--- src/rtl/t2u_pkg.sv ---
// Shared types and constants for the text to UTF-16 transcoder.
// No dependencies.
package t2u_pkg;

  typedef enum logic [1:0] {
    SRC_WIN1252 = 2'd0,
    SRC_UTF8    = 2'd1,
    SRC_UTF16   = 2'd2,
    SRC_NONE    = 2'd3
  } enc_t;

  localparam logic [15:0] HI_SURR_BASE = 16'hD800;
  localparam logic [15:0] LO_SURR_BASE = 16'hDC00;
  localparam logic [20:0] SUPP_BASE    = 21'h10000;

  typedef struct packed {
    logic [15:0] utf16_unit;
    logic [15:0] char_count;
    logic        last;
  } res_t;

  // up to two results from one source unit
  typedef struct packed {
    logic [1:0] num;
    res_t       res0;
    res_t       res1;
  } dec_out_t;

  // CP1252 bytes 0x80-0x9F; undefined slots give zero
  function automatic logic [15:0] cp1252_hi(input logic [4:0] idx);
    logic [15:0] u;
    case (idx)
      5'd0:  u = 16'h20AC;
      5'd1:  u = 16'h0000;
      5'd2:  u = 16'h201A;
      5'd3:  u = 16'h0192;
      5'd4:  u = 16'h201E;
      5'd5:  u = 16'h2026;
      5'd6:  u = 16'h2020;
      5'd7:  u = 16'h2021;
      5'd8:  u = 16'h02C6;
      5'd9:  u = 16'h2030;
      5'd10: u = 16'h0160;
      5'd11: u = 16'h2039;
      5'd12: u = 16'h0152;
      5'd13: u = 16'h0000;
      5'd14: u = 16'h017D;
      5'd15: u = 16'h0000;
      5'd16: u = 16'h0000;
      5'd17: u = 16'h2018;
      5'd18: u = 16'h2019;
      5'd19: u = 16'h201C;
      5'd20: u = 16'h201D;
      5'd21: u = 16'h2022;
      5'd22: u = 16'h2013;
      5'd23: u = 16'h2014;
      5'd24: u = 16'h02DC;
      5'd25: u = 16'h2122;
      5'd26: u = 16'h0161;
      5'd27: u = 16'h203A;
      5'd28: u = 16'h0153;
      5'd29: u = 16'h0000;
      5'd30: u = 16'h017E;
      5'd31: u = 16'h0178;
      default: u = 16'h0000;
    endcase
    return u;
  endfunction

endpackage

--- src/rtl/t2u_decode.sv ---
// Per-unit decoder: source unit plus sequence state to zero, one or two UTF-16 results.
// Holds the UTF-8 accumulator and the character counter. Depends on t2u_pkg.
module t2u_decode #(
  parameter int COUNT_BITS = 16
) (
  input  logic              clk,
  input  logic              rst_n,
  input  logic              step,
  input  logic              clr_seq,
  input  t2u_pkg::enc_t     enc,
  input  logic [15:0]       unit,
  output t2u_pkg::dec_out_t dec
);
  import t2u_pkg::*;

  localparam logic [COUNT_BITS-1:0] CNT_TOP = {COUNT_BITS{1'b1}};

  logic [20:0]           part_r, part_nxt;
  logic [1:0]            pend_r, pend_nxt;
  logic [COUNT_BITS-1:0] cnt_r, cnt_nxt;

  logic [7:0]            b;
  logic                  term;
  logic [COUNT_BITS-1:0] cnt_inc;
  logic [20:0]           acc;
  logic                  emit_en;
  logic [20:0]           emit_cp;
  logic [19:0]           v;

  function automatic logic [15:0] cnt_out(input logic [COUNT_BITS-1:0] c);
    logic [31:0] ext;
    ext = 32'(c);
    return (ext > 32'h0000_FFFF) ? 16'hFFFF : ext[15:0];
  endfunction

  always_comb begin
    b       = unit[7:0];
    term    = enc[1] ? (unit == 16'h0000) : (b == 8'h00);
    cnt_inc = (cnt_r == CNT_TOP) ? cnt_r : cnt_r + 1'b1;
    acc     = {part_r[14:0], b[5:0]};
    emit_en = 1'b0;
    emit_cp = '0;
    v       = '0;

    part_nxt = part_r;
    pend_nxt = pend_r;
    cnt_nxt  = cnt_r;
    dec      = '0;

    if (term) begin
      dec.num  = 2'd1;
      dec.res0 = '{utf16_unit: 16'h0000, char_count: cnt_out(cnt_r), last: 1'b1};
      cnt_nxt  = '0;
      part_nxt = '0;
      pend_nxt = '0;
    end else begin
      case (enc)
        SRC_WIN1252: begin
          cnt_nxt  = cnt_inc;
          dec.num  = 2'd1;
          dec.res0.utf16_unit = (b[7:5] == 3'b100) ? cp1252_hi(b[4:0]) : {8'h00, b};
          dec.res0.char_count = cnt_out(cnt_inc);
        end
        SRC_UTF8: begin
          if (pend_r != 2'd0) begin
            pend_nxt = pend_r - 2'd1;
            if (pend_r == 2'd1) begin
              part_nxt = '0;
              emit_en  = 1'b1;
              emit_cp  = acc;
            end else begin
              part_nxt = acc;
            end
          end else if (b[7:5] == 3'b110) begin
            part_nxt = {16'h0000, b[4:0]};
            pend_nxt = 2'd1;
          end else if (b[7:4] == 4'b1110) begin
            part_nxt = {17'h00000, b[3:0]};
            pend_nxt = 2'd2;
          end else if (b[7:3] == 5'b11110) begin
            part_nxt = {18'h00000, b[2:0]};
            pend_nxt = 2'd3;
          end else begin
            // ASCII or stray byte goes out as itself
            emit_en = 1'b1;
            emit_cp = {13'h0000, b};
          end
        end
        SRC_UTF16: begin
          // low surrogates ride along uncounted
          if (unit[15:10] != 6'b110111) begin
            cnt_nxt = cnt_inc;
          end
          dec.num  = 2'd1;
          dec.res0.utf16_unit = unit;
          dec.res0.char_count = cnt_out(cnt_nxt);
        end
        default: begin
        end
      endcase

      if (emit_en) begin
        cnt_nxt = cnt_inc;
        dec.res0.char_count = cnt_out(cnt_inc);
        dec.res1.char_count = cnt_out(cnt_inc);
        if (emit_cp[20:16] != 5'd0) begin
          v = 20'(emit_cp - SUPP_BASE);
          dec.num = 2'd2;
          dec.res0.utf16_unit = HI_SURR_BASE | {6'h00, v[19:10]};
          dec.res1.utf16_unit = LO_SURR_BASE | {6'h00, v[9:0]};
        end else begin
          dec.num = 2'd1;
          dec.res0.utf16_unit = emit_cp[15:0];
        end
      end
    end
  end

  always_ff @(posedge clk) begin
    if (!rst_n) begin
      part_r <= '0;
      pend_r <= '0;
      cnt_r  <= '0;
    end else if (clr_seq) begin
      part_r <= '0;
      pend_r <= '0;
    end else if (step) begin
      part_r <= part_nxt;
      pend_r <= pend_nxt;
      cnt_r  <= cnt_nxt;
    end
  end

endmodule

--- src/rtl/t2u_out_buf.sv ---
// Two-entry result buffer: takes up to two results a cycle, hands out one per beat.
// Depends on t2u_pkg.
module t2u_out_buf (
  input  logic          clk,
  input  logic          rst_n,
  input  logic [1:0]    push_num,
  input  t2u_pkg::res_t push0,
  input  t2u_pkg::res_t push1,
  output logic [1:0]    space,
  output logic          out_valid,
  input  logic          out_ready,
  output t2u_pkg::res_t out_res
);
  import t2u_pkg::*;

  res_t       e0_r, e0_nxt;
  res_t       e1_r, e1_nxt;
  logic [1:0] cnt_r, cnt_nxt;
  logic       pop;
  logic [1:0] rem;
  res_t       base0;

  assign out_valid = (cnt_r != 2'd0);
  assign out_res   = e0_r;
  assign pop       = out_valid && out_ready;

  always_comb begin
    rem    = cnt_r - {1'b0, pop};
    base0  = (pop) ? e1_r : e0_r;
    space  = 2'd2 - rem;
    e0_nxt = base0;
    e1_nxt = e1_r;
    if (rem == 2'd0) begin
      e0_nxt = push0;
      e1_nxt = push1;
    end else if (rem == 2'd1) begin
      e1_nxt = push0;
    end
    cnt_nxt = rem + push_num;
  end

  always_ff @(posedge clk) begin
    e0_r <= e0_nxt;
    e1_r <= e1_nxt;
  end

  always_ff @(posedge clk) begin
    if (!rst_n) begin
      cnt_r <= '0;
    end else begin
      cnt_r <= cnt_nxt;
    end
  end

endmodule

--- src/rtl/text_to_utf16_transcoder_unit.sv ---
// Top level of the text to UTF-16 transcoder: input register, decoder, result buffer.
// Depends on t2u_pkg, t2u_decode and t2u_out_buf.
//
//   group  dir  payload                                   beat when
//   in_    in   tdata[15:0] code_unit                     in_tvalid & in_tready
//   out_   out  tdata[15:0] utf16_unit, [31:16] char_count, tlast   out_tvalid & out_tready
//   cfg_   in   data[1:0] source_encoding                 cfg_valid & cfg_ready
//
// One input beat per cycle while the two-entry result buffer has room; each unit is
// registered in the input register, then in the result buffer. A surrogate pair takes two
// output beats, so input can stall after a pair even when the output side keeps pace.
// Synchronous reset clears the control state and count; sets source_encoding to UTF-8.
// A stalled output backs up through the buffer into the input register.
module text_to_utf16_transcoder_unit #(
  parameter int COUNT_BITS = 16
) (
  input  logic        clk,
  input  logic        rst_n,
  input  logic        in_tvalid,
  output logic        in_tready,
  input  logic [15:0] in_tdata,    // [15:0] code_unit
  output logic        out_tvalid,
  input  logic        out_tready,
  output logic [31:0] out_tdata,   // [15:0] utf16_unit, [31:16] char_count
  output logic        out_tlast,
  input  logic        cfg_valid,
  output logic        cfg_ready,
  input  logic [1:0]  cfg_data     // [1:0] source_encoding
);
  import t2u_pkg::*;

  enc_t        enc_r;
  logic        iv_r;
  logic [15:0] unit_r;
  dec_out_t    dec;
  logic [1:0]  space;
  logic        adv;
  logic        cfg_wr;
  res_t        out_res;

  assign cfg_ready = 1'b1;
  assign cfg_wr    = cfg_valid && cfg_ready;
  assign adv       = iv_r && (dec.num <= space);
  assign in_tready = !iv_r || adv;

  always_ff @(posedge clk) begin
    if (!rst_n) begin
      enc_r <= SRC_UTF8;
      iv_r  <= 1'b0;
    end else begin
      if (cfg_wr) begin
        enc_r <= enc_t'(cfg_data);
      end
      if (in_tready) begin
        iv_r <= in_tvalid;
      end
    end
  end

  always_ff @(posedge clk) begin
    if (in_tready && in_tvalid) begin
      unit_r <= in_tdata;
    end
  end

  t2u_decode #(
    .COUNT_BITS(COUNT_BITS)
  ) u_decode (
    .clk     (clk),
    .rst_n   (rst_n),
    .step    (adv),
    .clr_seq (cfg_wr),
    .enc     (enc_r),
    .unit    (unit_r),
    .dec     (dec)
  );

  t2u_out_buf u_out_buf (
    .clk       (clk),
    .rst_n     (rst_n),
    .push_num  (adv ? dec.num : 2'd0),
    .push0     (dec.res0),
    .push1     (dec.res1),
    .space     (space),
    .out_valid (out_tvalid),
    .out_ready (out_tready),
    .out_res   (out_res)
  );

  assign out_tdata = {out_res.char_count, out_res.utf16_unit};
  assign out_tlast = out_res.last;

endmodule
--- config.mk ---
export PLATFORM = sky130hd
export DESIGN_NAME = text_to_utf16_transcoder_unit
export DESIGN_NICKNAME = d
export VERILOG_FILES = /design/src/rtl/t2u_pkg.sv /design/src/rtl/t2u_decode.sv /design/src/rtl/t2u_out_buf.sv /design/src/rtl/text_to_utf16_transcoder_unit.sv
export SDC_FILE = /design/constraint.sdc
export NUM_CORES = 1
export LEC_CHECK = 0
export ABC_CLOCK_PERIOD_IN_PS = 5250
export BUFFER_PORTS_ARGS = -buffer_cell sky130_fd_sc_hd__buf_2
export CAP_MARGIN = 20
export CORE_MARGIN = 2
export CORE_UTILIZATION = 49
export CTS_BUF_LIST = sky130_fd_sc_hd__clkbuf_16
export DETAILED_ROUTE_END_ITERATION = 10
export PLACE_DENSITY_LB_ADDON = 0.1
export SETUP_SLACK_MARGIN = 0.02
export SYNTH_ARGS = -nofsm -noshare
export SYNTH_HDL_FRONTEND = slang
export SYNTH_SLANG_ARGS = --single-unit
--- constraint.sdc ---
create_clock -name clk -period 5.25 [get_ports clk]
set_input_delay 0.525 -clock clk [delete_from_list [all_inputs] [get_ports clk]]
set_output_delay 0.525 -clock clk [all_outputs]
set_load 0.01 [all_outputs]
Word-level counts from Yosys, hierarchy flattened
Memory sizes are Yosys's and may differ from the RTL's. A register that Yosys moved wholly into a read port is not among the register bits.
Cells that the tools add are included.
Cells by class
  add/sub/neg operators: 6
  magnitude comparators: 1
  eq/ne operators: 10
  bitwise logic cells: 2
  multiplexer cells: 48
  reduce and logical (&&, ||, !) cells: 20
  divide/modulo/power cells: 0
  $mul: 0
  shift-type cells: 0
Operator list (number)
  two-way mux 33 bit: 4
  two-way mux 21 bit: 6
  two-way mux 15 bit: 7
  two-way mux 16 bit: 6
  two-way mux 34 bit: 2
  case mux 33 bit (2 select lines): 1
  two-way mux 32 bit: 2
  case mux 16 bit (2 select lines): 1
  subtractor 20 x 17 -> 20 bit (second input constant): 1
  two-way mux 18 bit: 1
  adder 16 x 1 -> 16 bit (second input constant): 1
  equality test 16 bit (second input constant): 1
  zero test 16 bit: 1
  two-way mux 2 bit: 7
  nonzero test 2 bit: 5
  nonzero test 5 bit: 2
  two-way mux 1 bit: 9
  zero test 8 bit: 1
  two-way mux 8 bit: 1
  equality test 2 x 1 -> 1 bit (second input constant): 3
  equality test 3 bit (second input constant): 2
  inequality test 6 bit (second input constant): 1
  AND reduction 3 bit: 2
  equality test 5 bit (second input constant): 1
  other kinds (15): 19
Word-level totals
  memories: 1
  input bits: 23
  output and inout port bits: 36
  word-level logic and storage cells: 101
  ROM bits: 352
  memory bits (writable): 0
  flip-flop bits (word level): 120
  latch bits: 0
Memory list
  (name not given): words 32, width 11, rd ports 1, clocked after Yosys merged registers in 1, wr ports 0, RTL line t2u_pkg.sv:32  | case (idx)

Longest topological paths before layout
  depth after elaboration: 16
  gate-level depth with buffers: 20
  mapped depth without buffers: 15

By module
Synthesis repeated with hierarchy kept, for this count alone.
Unflattened totals
  cell total of the unflattened synthesis: 742
  area total of the unflattened synthesis: 7335.8 sq um
Modules (own cells, without submodules)
  t2u_decode: cells each 544, area an instance 3631.0 sq um, instances 1, sequential area each 660.6 sq um
  t2u_out_buf: cells each 159, area an instance 3015.4 sq um, instances 1, sequential area each 2021.9 sq um
  text_to_utf16_transcoder_unit: cells each 39, area an instance 689.4 sq um, instances 1, sequential area each 540.5 sq um

Worst setup path before layout
Ideal clock, no wire load.
  path kind: register -> register
  start point: register enc_r[1]
  end point: register (tool-made name)
  stages on the path, launching flop included: 20
  data required time: 5128 ps
  buffers on the path: 4
  data arrival time: 4093 ps
  setup slack: 1035 ps
  clock period less this slack: 4215 ps
  library setup time: 122 ps
  cell sequence: dfxtp_1 -> buf_2 -> and4bb_2 -> clkbuf_1 -> nand2_1 -> ha_1 -> o21a_1 -> clkbuf_1 -> nand2_1 -> and3_1 -> ha_1 -> nand2_1 -> o211a_1 -> buf_2 -> o211ai_1 -> inv_1 -> ha_1 -> nor2_1 -> a211oi_1 -> o32a_1
RTL lines
  start, declared: RTL line text_to_utf16_transcoder_unit.sv:32  | enc_t enc_r;
  start signal, assigned: RTL line text_to_utf16_transcoder_unit.sv:52  | enc_r <= enc_t'(cfg_data);

==> key figures <==
Critical path
  – Reg2Reg Setup Slack: around 700 ps
  – Crit start category: register
  – R2r worst-path depth: 16
  – RR Startpoint: u_decode.pend_r[1]$_SDFFE_PP0P_
  – Critical path peak fanout: 14
  – Slowest stage delay, CP: around 600 ps
  – Worst EP arrival: around 4900 ps
  – Worst Setup SP: u_decode.pend_r[1]$_SDFFE_PP0P_
  – Slowest stage cell, crit path: dfxtp_1
  – Critical Path RT: between 5000 and 6000 ps
  – Setup CP Type: register to register
  – Nature of the critical path endpoint: register
  – Worst-path cell chain: and4bb_2 -> nand2_1 -> ha_1 -> o21a_1 -> nand2_1 -> and3_1 -> ha_1 -> nand2_1 -> o211a_1 -> o211ai_1 -> buf_4 -> inv_1 -> ha_1 -> nor2_1 -> o31a_1 -> a221oi_1

Layout
  – Leading cell type in the layout, fill and taps excluded: nand2_1
  – Nets: 886
  – # diodes: 0
  – Most frequent cells in the layout: 85 x nand2_1, 81 x edfxtp_1, 61 x nor2_1
  – Filler cell count in the final layout: approximately 1,400
  – P&R area growth vs syn: 12.1%
  – Layout cell share with drive strength beyond 1: 17.0%

Detailed routing
  – Routed Antenna Nets: 0
  – DR top layer: met4
  – Initial DRC Count: 768
  – # DRC: 0
  – Drt via density: 6.21
  – Metal-1 WL: about 11,000 um
  – Routed WL per cell: a little over 20 um
  – Vias: between 6,000 and 7,000
  – DR pass1 iterations: 5
  – Routed WL: ~22,000 um
  – Detail Route met3 WL: ~2200 um
  – Routed wl met2: 8880 um

Global routing
  – Gr ovfl total: 0
  – Antenna violations before repair: 0
  – Vias in the first global route: between 6,000 and 7,000
  – All-Layer GR Usage: between 20% and 30%
  – First-pass GRT wire length: between 30,000 and 40,000 um
  – Pin count of the biggest net entering global routing: 40

Timing
  – Final Max Tran Viols: 0
  – Setup ws final: around 690 ps
  – Fin crit period: approximately 4600 ps
  – Setup TNS: 0 ps
  – Max Clk Rate: 0.219 GHz
  – Slew @ Worst Pin: approximately 850 ps
  – Worst clock skew: approximately 7.3 ps
  – Slew headroom: between 40% and 50%
  – Final hold violations: 0
  – Final period util: between 80 and 90%
  – Count of final setup violators: 0
  – Unrepaired setup endpoints after global routing: false

Logic synthesis
  – Yosys warns: 0
  – Ys async rst share: 0%
  – Area of the mapped netlist: about 7700 sq um
  – Predominant post-synthesis flop cell: edfxtp_1
  – EDFF count, synth: 81
  – Avg Cell Area, Syn: just over 9 sq um
  – Seq/Total Area, Yosys: approximately 45%
  – Post-Synthesis Cells: ~830
  – Yosys reg bits: 131
  – Unique cell type count in the Yosys netlist: between 90 and 100
  – Synth Net Count: 864

Die
  – Die W: approximately 130 um
  – Die area: around 17,000 sq um
  – Initial Util: between 50% and 60%
  – Cell row count: 45
  – I/O pins: slightly below 60
  – Die height: 129 um
  – Placeable Area: about 15,000 sq um

Clock network
  – CTS H-tree depth: 4
  – Clk slew on worst S/H paths: about 60 ps
  – Num CTS Buffers: 17
  – Clock sinks: ~130
  – Post_cts resized: 0
  – Hold buffer count at CTS: 0
  – Clock latency at the later pin of the worst-skew pair: between 400 and 500 ps
  – Clk root buf: clkbuf_16
  – CTS tree: built
  – Postcts setup bufs: 0
  – Clock tree buffer depth: 2

Placement
  – Detail Placement HPWL: 16,100 um
  – Final GP Congestion: roughly 1
  – Port bufs: 57
  – Worst slack, placed: roughly 670 ps

Job
  – Max-cap violations: 0

Min path
  – WHS Path Cells: 1
  – HP Class: input pin to register

Pwr
  – Worst vdd rail ir drop: 0.000323 V
  – Pleak: around 3.2 nW
  – Power per cell area: 604 nW/um^2

Status
  – Status: complete, no violations
through the flow:
stage	power [mW]	instance area (sq um)	cells	hold slack, ps	util (%)
after global placement	3.94	7990	1038	466	52.3
final	5.19	8600	1071	275	56.4
after global routing	5.51	8600	1071	269	56.4
after CTS	5.19	8590	1070	265	56.3
after detailed placement	3.97	7990	1038	474	52.3
after floorplan	3.35	7670	825	432	-
worst min path at each step:
stage                                          startpoint                         endpoint  slack, ps
after floorplan           u_decode.part_r[9]$_SDFFE_PP0P_  u_decode.part_r[9]$_SDFFE_PP0P_        430
after global placement    u_decode.part_r[0]$_SDFFE_PP0P_  u_decode.part_r[0]$_SDFFE_PP0P_        470
after detailed placement  u_decode.part_r[0]$_SDFFE_PP0P_  u_decode.part_r[0]$_SDFFE_PP0P_        470
after CTS                                    in_tdata[15]             unit_r[15]$_DFFE_PP_        260
after global routing                         in_tdata[11]             unit_r[11]$_DFFE_PP_        270
final                                        in_tdata[10]             unit_r[10]$_DFFE_PP_        270
area by class of cell:
cell class	count	area (sq um)	area share, %
Sequential cell	131	3430	39.9
Timing Repair Buffer	70	383	4.45
Multi-Input combinational cell	603	3820	44.5
Inverter	24	90.1	1.05
Clock buffer	17	425	4.95
Clock inverter	15	181	2.11
Tap cell	211	264	3.07
flip-flops by register name, summed over array words and instances (netlist names), 2 cells and up, named ones only:
| register | flops |
|---|---|
| u_out_buf.cnt_r | 2 |
| unit_r | 16 |
| enc_r | 2 |
| u_out_buf.out_res | 33 |
| u_decode.pend_r | 2 |
| u_decode.part_r | 15 |
| u_out_buf.e1_r | 33 |
| u_decode.cnt_r | 16 |
cells in the mapped netlist, drive strengths merged, types with 3 or more instances:
master | instances | area (sq um)
nor2b | 12 | 82.6
a32oi | 6 | 60.1
a31oi | 19 | 119
nand2 | 86 | 325
a211oi | 6 | 45.0
nand4 | 12 | 103
or2 | 7 | 43.8
nand3 | 32 | 170
o22ai | 16 | 100
mux2 | 12 | 135
clkbuf | 27 | 101
nand2b | 12 | 75.1
nor2 | 64 | 245
a31o | 3 | 26.3
nor4 | 11 | 68.8
buf | 40 | 231
a22oi | 6 | 50.1
inv | 24 | 90.1
a21o | 8 | 60.1
o211a | 4 | 40.0
a22o | 5 | 43.8
a21boi | 6 | 45.1
o31ai | 3 | 22.5
nor3 | 25 | 130
dfxtp | 50 | 1000
xnor2 | 4 | 35.0
o2bb2ai | 3 | 26.3
nor3b | 4 | 35.0
edfxtp | 81 | 2430
o21ai | 51 | 255
o22a | 3 | 26.3
and3 | 5 | 31.3
or3 | 5 | 32.5
o2111ai | 6 | 52.6
and4 | 4 | 35.0
o32ai | 3 | 26.3
and2 | 6 | 37.5
nand3b | 4 | 30.0
ha | 16 | 200
a21oi | 64 | 354
mux2i | 13 | 130
a2bb2oi | 3 | 26.3
o21a | 6 | 45.0
a32o | 6 | 60.1
o211ai | 13 | 113
power breakdown:
part           switching (mW)  total (mW)  leakage (nW)  internal [mW]
clock network           0.473        1.22         0.290          0.750
logic                    1.46        2.16          1.66          0.698
registers               0.122        1.81          1.26           1.69
logic make-up (layout without fill, tap and decap cells):
group / count (synthesis) / after routing / synth area share [%]
AO/OA/AOI/OAI: 257 / 257 / 22.8
XOR/XNOR: 6 / 6 / 0.685
adder cells (fa/ha/maj): 16 / 16 / 2.61
buffers and inverters: 91 / 126 / 5.51
flip-flops: 131 / 131 / 44.7
multiplexers: 25 / 25 / 3.46
other: 1 / 1 / 0.0489
AND/OR/NAND/NOR: 298 / 298 / 20.1
metal layers:
metal	track usage (%)	up-vias
met4	6.71	0
met1	43.6	3153
met3	5.78	17
li1	-	3156
met5	0	-
met2	37.1	325
critical path, delay by kind of cell, from the launching register on:
kind / cells / cell delay, ps
and+or+nand+nor: 6 / 1200
buffers and inverters: 2 / 380
DFF: 1 / 600
adders and majority gates: 3 / 810
AOI/OAI and AO/OA: 5 / 1470
Power figures use the tool's default switching activity.
